**config.mk**
```make
export PLATFORM = sky130hd
export DESIGN_NAME = smoothed_block_rms_meter_top
export DESIGN_NICKNAME = d
export VERILOG_FILES = /design/src/rtl/sbrm_pkg.sv /design/src/rtl/sbrm_ctrl.sv /design/src/rtl/sbrm_datapath.sv /design/src/rtl/smoothed_block_rms_meter_top.sv
export SDC_FILE = /design/constraint.sdc
export NUM_CORES = 2
export LEC_CHECK = 0
export BUFFER_PORTS_ARGS = -buffer_cell sky130_fd_sc_hd__buf_4
export CAP_MARGIN = 30
export CORE_ASPECT_RATIO = 0.5
export CORE_MARGIN = 2
export CORE_UTILIZATION = 40
export CTS_CLUSTER_DIAMETER = 200
export DETAILED_ROUTE_END_ITERATION = 7
export SYNTH_ARGS = -nofsm -noshare
export SYNTH_HDL_FRONTEND = slang
export SYNTH_HIERARCHICAL = 1
export SYNTH_SLANG_ARGS = --single-unit
```
**constraint.sdc**
```tcl
create_clock -name i_clk -period 8.1 [get_ports i_clk]
set_input_delay 0 -clock i_clk [delete_from_list [all_inputs] [get_ports i_clk]]
set_output_delay 0 -clock i_clk [all_outputs]
set_load 0.01 [all_outputs]
```
**src/rtl/sbrm_pkg.sv**
```systemverilog
// sbrm_pkg: shared constants and controller/datapath interface types
// for the smoothed block RMS meter. No dependencies.
package sbrm_pkg;

    localparam int SAMPLE_WIDTH_DEF = 24;
    localparam int MAX_BLOCK_DEF    = 4096;

    localparam int SAMPLE_PORT_W = 24;
    localparam int COEFF_W       = 16;
    localparam int LEVEL_W       = 24;
    localparam int LEVEL_Q_W     = 32;
    localparam int LEVEL_FRAC    = 8;
    localparam int ACC_MAX_W     = 64;

    localparam int MUL_A_W = COEFF_W + 1;
    localparam int MUL_B_W = LEVEL_Q_W;
    localparam int MUL_P_W = MUL_A_W + MUL_B_W;
    localparam int SUM_W   = MUL_P_W + LEVEL_FRAC + 1;

    localparam logic [MUL_A_W-1:0] BETA_ONE   = MUL_A_W'(1 << COEFF_W);
    localparam logic [SUM_W-1:0]   ROUND_HALF = SUM_W'(1 << (COEFF_W - 1));

    typedef struct packed {
        logic capture;
        logic accumulate;
        logic div_step;
        logic sqrt_step;
        logic mul_a;
        logic mul_b;
        logic update;
    } t_cmd;

    typedef struct packed {
        logic last;
        logic step_zero;
        logic out_free;
    } t_status;

endpackage

```
**src/rtl/sbrm_ctrl.sv**
```systemverilog
// sbrm_ctrl: sequencer for accumulate, divide, square root and smoothing.
// Depends on sbrm_pkg (t_cmd, t_status).
module sbrm_ctrl (
    input  logic              i_clk,
    input  logic              i_rst_n,
    input  logic              i_in_valid,
    output logic              o_in_ready,
    input  sbrm_pkg::t_status i_status,
    output sbrm_pkg::t_cmd    o_cmd
);
    import sbrm_pkg::*;

    typedef enum logic [2:0] {
        S_IDLE,
        S_ADD,
        S_DIV,
        S_SQRT,
        S_MUL_A,
        S_MUL_B,
        S_UPD
    } t_state;

    t_state r_state, n_state;
    logic   r_ready;

    always_comb begin
        n_state = r_state;
        o_cmd   = '0;
        case (r_state)
            S_IDLE: begin
                if (i_in_valid && r_ready) begin
                    o_cmd.capture = 1'b1;
                    n_state       = S_ADD;
                end
            end
            S_ADD: begin
                o_cmd.accumulate = 1'b1;
                n_state          = i_status.last ? S_DIV : S_IDLE;
            end
            S_DIV: begin
                o_cmd.div_step = 1'b1;
                if (i_status.step_zero) begin
                    n_state = S_SQRT;
                end
            end
            S_SQRT: begin
                o_cmd.sqrt_step = 1'b1;
                if (i_status.step_zero) begin
                    n_state = S_MUL_A;
                end
            end
            S_MUL_A: begin
                o_cmd.mul_a = 1'b1;
                n_state     = S_MUL_B;
            end
            S_MUL_B: begin
                o_cmd.mul_b = 1'b1;
                n_state     = S_UPD;
            end
            S_UPD: begin
                if (i_status.out_free) begin
                    o_cmd.update = 1'b1;
                    n_state      = S_IDLE;
                end
            end
            default: begin
                n_state = S_IDLE;
            end
        endcase
    end

    always_ff @(posedge i_clk) begin
        if (!i_rst_n) begin
            r_state <= S_IDLE;
            r_ready <= 1'b0;
        end else begin
            r_state <= n_state;
            r_ready <= (n_state == S_IDLE);
        end
    end

    assign o_in_ready = r_ready;

    a_ready_idle: assert property (@(posedge i_clk) disable iff (!i_rst_n)
        r_ready |-> r_state == S_IDLE)
        else $error("ready outside idle");

    a_add_after_capture: assert property (@(posedge i_clk) disable iff (!i_rst_n)
        o_cmd.capture |=> r_state == S_ADD && !r_ready)
        else $error("capture not followed by accumulate");

    a_update_needs_room: assert property (@(posedge i_clk) disable iff (!i_rst_n)
        o_cmd.update |-> i_status.out_free)
        else $error("update with output register busy");

endmodule

```
**src/rtl/sbrm_datapath.sv**
```systemverilog
// sbrm_datapath: square/accumulate, restoring divider, digit-by-digit root,
// shared smoothing multiplier and output register. Depends on sbrm_pkg.
module sbrm_datapath #(
    parameter int SAMPLE_WIDTH = sbrm_pkg::SAMPLE_WIDTH_DEF,
    parameter int MAX_BLOCK    = sbrm_pkg::MAX_BLOCK_DEF
) (
    input  logic                                     i_clk,
    input  logic                                     i_rst_n,
    input  logic signed [sbrm_pkg::SAMPLE_PORT_W-1:0] i_sample,
    input  logic                                     i_block_end,
    input  logic                                     i_coeff_we,
    input  logic [sbrm_pkg::COEFF_W-1:0]             i_coeff_wdata,
    input  sbrm_pkg::t_cmd                           i_cmd,
    output sbrm_pkg::t_status                        o_status,
    output logic                                     o_out_valid,
    input  logic                                     i_out_ready,
    output logic [sbrm_pkg::LEVEL_W-1:0]             o_level,
    output logic                                     o_overflow
);
    import sbrm_pkg::*;

    localparam int CNT_W    = $clog2(MAX_BLOCK + 1);
    localparam int ACC_RAW  = 2 * SAMPLE_WIDTH - 1 + CNT_W;
    localparam int ACC_EVEN = ACC_RAW + (ACC_RAW % 2);
    localparam int ACC_W    = (ACC_EVEN > ACC_MAX_W) ? ACC_MAX_W : ACC_EVEN;
    localparam int RMS_W    = ACC_W / 2;
    localparam int SREM_W   = RMS_W + 2;
    localparam int STEP_W   = $clog2(ACC_W);
    localparam int SQ_W     = 2 * SAMPLE_WIDTH;

    localparam logic [CNT_W-1:0]  CNT_MAX    = CNT_W'(MAX_BLOCK);
    localparam logic [STEP_W-1:0] DIV_STEPS  = STEP_W'(ACC_W - 1);
    localparam logic [STEP_W-1:0] SQRT_STEPS = STEP_W'(RMS_W - 1);

    // sample magnitude and square
    logic [SAMPLE_WIDTH-1:0] w_raw;
    logic [SAMPLE_WIDTH-1:0] w_mag;
    logic [SQ_W-1:0]         w_sq;

    generate
        if (SAMPLE_WIDTH <= SAMPLE_PORT_W) begin : g_narrow
            assign w_raw = i_sample[SAMPLE_WIDTH-1:0];
        end else begin : g_wide
            assign w_raw = {{(SAMPLE_WIDTH - SAMPLE_PORT_W){1'b0}}, i_sample};
        end
    endgenerate

    assign w_mag = w_raw[SAMPLE_WIDTH-1] ? (~w_raw + 1'b1) : w_raw;
    assign w_sq  = {{SAMPLE_WIDTH{1'b0}}, w_mag} * {{SAMPLE_WIDTH{1'b0}}, w_mag};

    logic [ACC_W-1:0] r_sq;
    logic             r_last;

    always_ff @(posedge i_clk) begin
        if (i_cmd.capture) begin
            r_sq   <= ACC_W'(w_sq);
            r_last <= i_block_end;
        end
    end

    // block accumulator; doubles as divider dividend/quotient and root radicand
    logic [ACC_W-1:0]  r_sum;
    logic [CNT_W-1:0]  r_cnt;
    logic              r_ovf;
    logic [CNT_W-1:0]  r_rem;
    logic [ACC_W:0]    w_add;
    logic [CNT_W:0]    w_dshift;
    logic              w_dge;
    logic [CNT_W:0]    w_ddiff;

    assign w_add    = {1'b0, r_sum} + {1'b0, r_sq};
    assign w_dshift = {r_rem, r_sum[ACC_W-1]};
    assign w_dge    = (w_dshift >= {1'b0, r_cnt});
    assign w_ddiff  = w_dshift - {1'b0, r_cnt};

    logic [RMS_W-1:0]  r_root;
    logic [SREM_W-1:0] r_srem;
    logic [STEP_W-1:0] r_step;
    logic [SREM_W-1:0] w_cand;
    logic [SREM_W-1:0] w_trial;
    logic              w_sge;

    assign w_cand  = {r_srem[RMS_W-1:0], r_sum[ACC_W-1 -: 2]};
    assign w_trial = {r_root, 2'b01};
    assign w_sge   = (w_cand >= w_trial);

    always_ff @(posedge i_clk) begin
        if (!i_rst_n) begin
            r_sum <= '0;
            r_cnt <= '0;
            r_ovf <= 1'b0;
        end else if (i_cmd.accumulate) begin
            if (r_cnt == CNT_MAX) begin
                r_ovf <= 1'b1;
            end else begin
                r_sum <= w_add[ACC_W] ? '1 : w_add[ACC_W-1:0];
                r_cnt <= r_cnt + 1'b1;
            end
        end else if (i_cmd.div_step) begin
            r_sum <= {r_sum[ACC_W-2:0], w_dge};
        end else if (i_cmd.sqrt_step) begin
            r_sum <= {r_sum[ACC_W-3:0], 2'b00};
        end else if (i_cmd.update) begin
            r_sum <= '0;
            r_cnt <= '0;
            r_ovf <= 1'b0;
        end
    end

    always_ff @(posedge i_clk) begin
        if (i_cmd.accumulate) begin
            r_rem  <= '0;
            r_step <= DIV_STEPS;
        end else if (i_cmd.div_step) begin
            r_rem <= w_dge ? w_ddiff[CNT_W-1:0] : w_dshift[CNT_W-1:0];
            if (r_step == '0) begin
                r_step <= SQRT_STEPS;
                r_root <= '0;
                r_srem <= '0;
            end else begin
                r_step <= r_step - 1'b1;
            end
        end else if (i_cmd.sqrt_step) begin
            r_srem <= w_sge ? (w_cand - w_trial) : w_cand;
            r_root <= {r_root[RMS_W-2:0], w_sge};
            r_step <= r_step - 1'b1;
        end
    end

    // smoothing: one shared 17x32 multiplier, two passes
    logic [COEFF_W-1:0]   r_coeff;
    logic [LEVEL_Q_W-1:0] r_level_q;
    logic [MUL_P_W-1:0]   r_prod_a;
    logic [MUL_P_W-1:0]   r_prod_b;
    logic [MUL_A_W-1:0]   w_mul_a;
    logic [MUL_B_W-1:0]   w_mul_b;
    logic [MUL_P_W-1:0]   w_prod;
    logic [SUM_W-1:0]     w_upd;
    logic [LEVEL_Q_W-1:0] w_new;

    always_comb begin
        if (i_cmd.mul_b) begin
            w_mul_a = BETA_ONE - {1'b0, r_coeff};
            w_mul_b = MUL_B_W'(r_root);
        end else begin
            w_mul_a = {1'b0, r_coeff};
            w_mul_b = r_level_q;
        end
    end

    assign w_prod = {{MUL_B_W{1'b0}}, w_mul_a} * {{MUL_A_W{1'b0}}, w_mul_b};
    assign w_upd  = SUM_W'(r_prod_a) + SUM_W'({r_prod_b, {LEVEL_FRAC{1'b0}}}) + ROUND_HALF;
    assign w_new  = w_upd[COEFF_W +: LEVEL_Q_W];

    always_ff @(posedge i_clk) begin
        if (i_cmd.mul_a) begin
            r_prod_a <= w_prod;
        end
        if (i_cmd.mul_b) begin
            r_prod_b <= w_prod;
        end
    end

    logic r_out_valid;

    always_ff @(posedge i_clk) begin
        if (!i_rst_n) begin
            r_coeff     <= '0;
            r_level_q   <= '0;
            r_out_valid <= 1'b0;
        end else begin
            if (i_coeff_we) begin
                r_coeff <= i_coeff_wdata;
            end
            if (i_cmd.update) begin
                r_level_q   <= w_new;
                r_out_valid <= 1'b1;
            end else if (i_out_ready) begin
                r_out_valid <= 1'b0;
            end
        end
    end

    always_ff @(posedge i_clk) begin
        if (i_cmd.update) begin
            o_level    <= w_new[LEVEL_FRAC +: LEVEL_W];
            o_overflow <= r_ovf;
        end
    end

    assign o_out_valid        = r_out_valid;
    assign o_status.last      = r_last;
    assign o_status.step_zero = (r_step == '0);
    assign o_status.out_free  = !r_out_valid || i_out_ready;

    a_cnt_bound: assert property (@(posedge i_clk) disable iff (!i_rst_n)
        r_cnt <= CNT_MAX)
        else $error("sample count beyond block limit");

    a_ovf_at_max: assert property (@(posedge i_clk) disable iff (!i_rst_n)
        r_ovf |-> r_cnt == CNT_MAX)
        else $error("overflow flag without saturated count");

    a_div_rem: assert property (@(posedge i_clk) disable iff (!i_rst_n)
        i_cmd.div_step |-> r_rem < r_cnt)
        else $error("divider remainder not below divisor");

    a_block_clear: assert property (@(posedge i_clk) disable iff (!i_rst_n)
        i_cmd.update |=> r_cnt == '0 && !r_ovf && r_out_valid)
        else $error("block state not cleared after result");

endmodule

```
**src/rtl/smoothed_block_rms_meter_top.sv**
```systemverilog
// smoothed_block_rms_meter_top: top level of the smoothed block RMS meter.
// Depends on sbrm_pkg, sbrm_ctrl, sbrm_datapath.
//
//  channel  | handshake                    | payload
//  ---------+------------------------------+---------------------------
//  input    | i_in_valid / o_in_ready      | i_sample, i_block_end
//  output   | o_out_valid / i_out_ready    | o_level, o_overflow
//  coeff    | i_coeff_we (no wait)         | i_coeff_wdata
//
// A sample that does not end a block is captured and squared, then
// accumulated. A block-end beat is also accumulated, then runs
// ACC_W one-bit divider steps, ACC_W/2 root steps and three smoothing
// states (two passes on the shared multiplier, then the update).
// ACC_W is 2*SAMPLE_WIDTH-1 plus count bits, rounded up to even, at most 64.
// Synchronous active-low reset; no clearing pass. A result beat stalled at
// the output holds only the final smoothing cycle of the next block end.
module smoothed_block_rms_meter_top #(
    parameter int SAMPLE_WIDTH = sbrm_pkg::SAMPLE_WIDTH_DEF,
    parameter int MAX_BLOCK    = sbrm_pkg::MAX_BLOCK_DEF
) (
    input  logic                                     i_clk,
    input  logic                                     i_rst_n,
    input  logic                                     i_in_valid,
    output logic                                     o_in_ready,
    input  logic signed [sbrm_pkg::SAMPLE_PORT_W-1:0] i_sample,
    input  logic                                     i_block_end,
    output logic                                     o_out_valid,
    input  logic                                     i_out_ready,
    output logic [sbrm_pkg::LEVEL_W-1:0]             o_level,
    output logic                                     o_overflow,
    input  logic                                     i_coeff_we,
    input  logic [sbrm_pkg::COEFF_W-1:0]             i_coeff_wdata
);
    import sbrm_pkg::*;

    t_cmd    w_cmd;
    t_status w_status;

    sbrm_ctrl u_ctrl (
        .i_clk      (i_clk),
        .i_rst_n    (i_rst_n),
        .i_in_valid (i_in_valid),
        .o_in_ready (o_in_ready),
        .i_status   (w_status),
        .o_cmd      (w_cmd)
    );

    sbrm_datapath #(
        .SAMPLE_WIDTH (SAMPLE_WIDTH),
        .MAX_BLOCK    (MAX_BLOCK)
    ) u_datapath (
        .i_clk         (i_clk),
        .i_rst_n       (i_rst_n),
        .i_sample      (i_sample),
        .i_block_end   (i_block_end),
        .i_coeff_we    (i_coeff_we),
        .i_coeff_wdata (i_coeff_wdata),
        .i_cmd         (w_cmd),
        .o_status      (w_status),
        .o_out_valid   (o_out_valid),
        .i_out_ready   (i_out_ready),
        .o_level       (o_level),
        .o_overflow    (o_overflow)
    );

endmodule
```
======== After elaboration in Yosys (flattened, before gate mapping) ========
Index checks and enable logic that the tools add are counted.
word-level totals
  bits in registers ....................... 368
  bits of input ports ..................... 46
  output and inout port bits .............. 27
  word-level logic and storage cells ...... 106
operators by class
  $add $sub $neg .......................... 9
  multiply operators ...................... 2
  order comparisons ....................... 2
  eq/ne operators ......................... 12
  mux-type cells .......................... 47
  bitwise operators ....................... 2
  reduce and logical (&&, ||, !) cells .... 14
operators by type and width
  kind                    count
  $mux 60                 6
  $mux 30                 7
  $mux 13                 6
  $add 60x48->61          1
  $add 48x16->48 const B  1
  $add 48x48->48          1
  $mul 17x32->48          1
  $mul 24x24->48          1
  $ge 32x32->1            1
  $mux 32                 1
  $sub 30x30->30          1
  $add 24x1->24 const B   1
  $mux 24                 1
  $not 24->24             1
  $pmux 3 s7              1
  $mux 6                  3
  $mux 17                 1
  $sub 17x16->17 const A  1
  $mux 1                  16
  $ge 14x13->1            1
  $add 13x1->13 const B   1
  $eq 13x13->1 const B    1
  $sub 13x13->13          1
  $mux 3                  4
  18 further kinds        28

======== Longest topological paths before layout ========
  depth after elaboration ................. 8
  depth in mapped cells ................... 37
  mapped depth without buffers ............ 33

======== Hierarchy ========
The synthesis kept the hierarchy.
modules (own cells, without submodules)
  module         instances  cells an instance  area each (um^2)  sequential area each (um^2)
  sbrm_datapath  1          5902               53949.2           9238.9
  sbrm_ctrl      1          34                 287.8             80.1

======== Worst setup path after synthesis ========
OpenSTA, ideal clock, no wires.
  path type ............................... in2reg
  start ................................... input i_sample[0] (netlist name)
  end ..................................... register u_datapath.r_sq[47] (data pin)
  library setup time ...................... 259 ps
  data arrival time ....................... 8249 ps
  required time ........................... 7841 ps
  path slack .............................. -408 ps
  stages .................................. 34
  path buffers ............................ 3
  cell sequence ........................... clkbuf_1 > inv_1 > clkbuf_1 > ha_1 > nand3_1 > or3_1 > o41ai_1 > xor2_1 > inv_1 > clkbuf_1 > nand2_1 > fa_1 > inv_1 > fa_1 > fa_1 > inv_1 > fa_1 > inv_1 > fa_1 > inv_1 > fa_1 > inv_1 > fa_1 > ha_1 > a21o_1 > a21o_1 > a221oi_1 > nand2_1 > o21ba_2 > o2111ai_1 > nand2_1 > a221o_1 > a21oi_1 > xnor2_1
on the way
  cells in the longest elaborated chain, start to end .. 4
RTL lines
  item                     RTL line                            RTL
  start, declared          smoothed_block_rms_meter_top.sv:25  input logic signed [sbrm_pkg::SAMPLE_PORT_W-1:0] i_sample,
  $not 24->24              sbrm_datapath.sv:48                 assign w_mag = w_raw[SAMPLE_WIDTH-1] ? (~w_raw + 1'b1) : w_raw;
  $add 24x1->24            sbrm_datapath.sv:48
  $mux 24 *                sbrm_datapath.sv:48
  $mul 24x24->48 *         sbrm_datapath.sv:49                 assign w_sq = {{SAMPLE_WIDTH{1'b0}}, w_mag} * {{SAMPLE_WIDTH{1'b0}}, w_mag};
  net u_datapath.w_sq[47]  sbrm_datapath.sv:38                 logic [SQ_W-1:0] w_sq;
  end signal, assigned     sbrm_datapath.sv:56                 r_sq <= ACC_W'(w_sq);
  end, declared            sbrm_datapath.sv:51                 logic [ACC_W-1:0] r_sq;
The timed path passes the listed nets; every way through them passes the cells marked *.
A chain may end at the register's enable or synchronous reset.

======== Final worst setup path ========
  start ................................... register u_datapath.r_coeff[0]
  end ..................................... register u_datapath.r_prod_b[37] (data pin)
on the way
  cells in the longest elaborated chain, start to end .. 3
RTL lines
  item                       RTL line              RTL
  start, declared            sbrm_datapath.sv:131  logic [COEFF_W-1:0] r_coeff;
  start signal, assigned     sbrm_datapath.sv:173  r_coeff <= i_coeff_wdata;
  $sub 17x16->17             sbrm_datapath.sv:143  w_mul_a = BETA_ONE - {1'b0, r_coeff};
  $mux 17 *                  sbrm_datapath.sv:142  if (i_cmd.mul_b) begin
  $mul 17x32->48 *           sbrm_datapath.sv:151  assign w_prod = {{MUL_B_W{1'b0}}, w_mul_a} * {{MUL_A_W{1'b0}}, w_mul_b};
  net u_datapath.w_prod[37]  sbrm_datapath.sv:137  logic [MUL_P_W-1:0] w_prod;
  end signal, assigned       sbrm_datapath.sv:160  r_prod_b <= w_prod;
  end, declared              sbrm_datapath.sv:134  logic [MUL_P_W-1:0] r_prod_b;
Marks and branches as above.

==> reports/qor.csv <==
stage,metric,value,unit
placed_design,gp weighted congestion,0.934,
setup_path,CP startpoint kind,flip-flop,
global_routing,largest net degree at the start of global routing,87,
setup_path,max incr delay on CP,0.56,ns
setup_path,Worst EP arrival,8.26,ns
timing,Final Hold Viols,0,
timing,setup ws final,0.157,ns
synthesis,number of synthesized flops with an enable pin,213,
synthesis,Seq cells post-synth,359,
timing,max-slew violations,0,
die,Initial Util,0.403,
route,Iter 0 DRT Violations,2771,
die,Die Span Y,264,µm
final_layout,number of nets in the layout,7644,
timing,Rel. slew slack,0.350,
final_layout,Syn-to-layout area delta,13.5,%
timing,FMAX,126,MHz
placed_design,Post-Place Setup Slack,-0.265,ns
setup_path,slowest CP cell,fa_2,
setup_path,critical path endpoint category,flip-flop,
timing,min cycle time layout,7.94,ns
run_status,status,finished clean,
hold_path,Hold Path Sink,u_datapath/r_last$_DFFE_PP_,
final_layout,# fillers,13035,
hold_path,Hold WC Path Type,in -> reg,
route,Post-Route WL,148,mm
setup_path,CP max FO,8,
clock_network,CTS Root Cell,clkbuf_16,
global_routing,initial antenna violation count,1,
global_routing,total track usage,0.215,
die,Core Area,134000,µm²
synthesis,Synth Instances,5936,
final_layout,Ant. Diodes,0,
setup_path,Worst Path Required,8.42,ns
timing,final setup fails,0,
route,Routed Antenna Nets,0,
clock_network,TritonCTS buffer count,42,
clock_network,CTS Sinks,359,
final_layout,Register Area,9320,µm²
setup_path,RR Startpoint,u_datapath/r_coeff[0]$_SDFFE_PN0P_,
global_routing,number of global-route vias before repair,42340,
clock_network,clock tree buffer depth,3,
synthesis,sequential cell area fraction in the yosys report,0.172,
placed_design,Buffers on Ports,72,
clock_network,"CTS clk-pin slew, worst paths",0.07,ns
die,Die ar.,139000,µm²
die,# rows,95,
final_layout,most frequent cells in the layout,"inv_1 (1127), fa_1 (869), nand2_1 (713)",
setup_path,crit path kind,reg -> reg,
synthesis,synth unique cells,98,
synthesis,synthesized area per cell,9.14,µm²
synthesis,synth warn,6,
run,maximum capacitance violations,0,
timing,Tightest Pin Transition,0.975,ns
clock_network,TritonCTS clock tree,done,
hold_path,Worst Hold Path Cells,2,
final_layout,"commonest non-fill, non-tap cell in the layout",inv_1,
placed_design,HPWL after DPL,121,mm
timing,crit share post-route,0.981,
clock_network,Worst-Skew Late Latency,0.58,ns
synthesis,ys async rst share,0,
route,Pre-antenna DRT Iters,7,
hold_path,worst hold start,i_block_end,
route,Vias per Instance,5.13,
synthesis,ys flop type,edfxtp_1,
synthesis,synthesized area,54200,µm²
setup_path,internal reg-to-reg setup slack,0.16,ns
setup_path,worst r2r dst,u_datapath/r_prod_b[37]$_DFFE_PP_,
clock_network,H-tree depth,2,
route,# DRC,0,
final_layout,Multi-input gate area,40000,µm²
setup_path,cells on worst reg2reg path,31,
die,number of placed I/O pins,73,
die,chip width,525,µm
final_layout,share of post-route cells with drive strength above 1,0.110,
route,DR vias,41478,
global_routing,grt ovf,0,
global_routing,first-pass GRT wire length,237,mm
route,Wirelength per Cell,18.3,µm
timing,Clock Skews,0.0271,ns
sequential cells by signal (all words and copies together) (netlist names), 3 cells and up:
register	cells
u_datapath/r_sum	60
u_datapath/r_sq	47
u_datapath/r_prod_a	40
u_datapath/r_prod_b	40
u_datapath/r_level_q	32
u_datapath/r_root	30
u_datapath/r_srem	30
u_datapath/o_level	24
u_datapath/r_coeff	16
u_datapath/r_cnt	13
u_datapath/r_rem	13
u_datapath/r_step	6
u_ctrl/r_state	3
cells by family after synthesis:
group	share of synthesized area
and+or+nand+nor	0.125
other	0.000138
muxes	0.0225
xor gates and xnor gates	0.0409
AOI/OAI and AO/OA	0.112
adders and majority gates	0.428
buffers and inverters	0.0986
DFF	0.172
per-layer routing:
metal	part of all wire	up-vias	track usage
met4	0.024	2	0.0505
met2	0.45	1166	0.346
met3	0.058	176	0.0236
li1	-	19683	-
met1	0.46	20451	0.311
met5	0.000088	-	0
synth_stat cells (all sizes together) (15+ instances only):
| library cell | count | area (µm²) |
|---|---|---|
| inv | 1131 | 4250 |
| fa | 872 | 17500 |
| nand2 | 716 | 2690 |
| nor2 | 490 | 1850 |
| ha | 462 | 5780 |
| a21oi | 259 | 1300 |
| edfxtp | 213 | 6400 |
| clkbuf | 212 | 840 |
| o21ai | 189 | 946 |
| xnor2 | 174 | 1520 |
| dfxtp | 146 | 2920 |
| a21o | 121 | 912 |
| mux2i | 87 | 871 |
| xor2 | 79 | 692 |
| nor3 | 48 | 262 |
| nand3 | 47 | 235 |
| and2 | 44 | 277 |
| o21a | 44 | 330 |
| buf | 37 | 234 |
| o21bai | 33 | 248 |
| a211oi | 32 | 240 |
| nand4 | 32 | 200 |
| mux2 | 31 | 349 |
| nand2b | 30 | 188 |
| and3 | 28 | 178 |
| nor2b | 27 | 169 |
| a31oi | 26 | 163 |
| a222oi | 25 | 250 |
| or3 | 24 | 150 |
| a221oi | 21 | 184 |
| o211ai | 21 | 171 |
| nand3b | 20 | 150 |
| a22oi | 16 | 120 |
| o31ai | 16 | 120 |
| a311oi | 15 | 131 |
layout make-up:
type / count / share of cell area
well taps: 1794 / 0.0364
multi-input cells: 4210 / 0.650
repair buffers: 519 / 0.0694
clock buffers: 59 / 0.0208
clock inverters: 19 / 0.00331
flip-flops and latches: 359 / 0.151
inverters: 1132 / 0.0690
worst max path at each step:
| stage | start | to | slack, ns | cells after the start |
|---|---|---|---|---|
| after global placement | i_sample[3] | u_datapath/r_sq[45]$_DFFE_PP_ | -0.30 | 33 |
| after floorplan | i_sample[0] | u_datapath/r_sq[47]$_DFFE_PP_ | -0.02 | 34 |
| after global routing | u_datapath/r_coeff[1]$_SDFFE_PN0P_ | u_datapath/r_prod_b[37]$_DFFE_PP_ | -0.02 | 32 |
| after detailed placement | i_sample[3] | u_datapath/r_sq[45]$_DFFE_PP_ | -0.27 | 33 |
| after CTS | u_datapath/r_coeff[0]$_SDFFE_PN0P_ | u_datapath/r_prod_a[41]$_DFFE_PP_ | 0.05 | 30 |
| final | u_datapath/r_coeff[0]$_SDFFE_PN0P_ | u_datapath/r_prod_b[37]$_DFFE_PP_ | 0.16 | 31 |
per-stage QoR:
step	util	cell area (µm²)	instances	hold slack, ns	setup TNS, ns
6_report	0.458	61600	8092	0.176	0
3_3_place_gp	0.443	59500	7969	0.224	-1.53
5_1_grt	0.458	61600	8092	0.173	-0.0661
4_1_cts	0.456	61400	8085	0.146	0
3_5_place_dp	0.443	59500	7970	0.223	-1.38
2_1_floorplan	-	54400	5952	0.0989	-0.0160
critical path, delay by kind of cell (launching register included):
kind / cells / cell delay, ns
flops: 1 / 0.31
compound gates: 6 / 1.48
simple gates: 8 / 1.19
xor+xnor: 2 / 0.28
fa+ha+maj: 8 / 3.48
buf+inv: 7 / 0.91
what timing repair did:
| action | 4_1_cts | 5_1_grt |
|---|---|---|
| setup buffers | 0 | 5 |
| hold buffers | 37 | 0 |
| hold endpoints to repair | 39 | 0 |
| endpoints found under the setup margin | 0 | 27 |
| resized for setup | 0 | 31 |
Power is not shown: default switching activity piles up to over one toggle a cycle in this logic, so the estimate is an artifact.
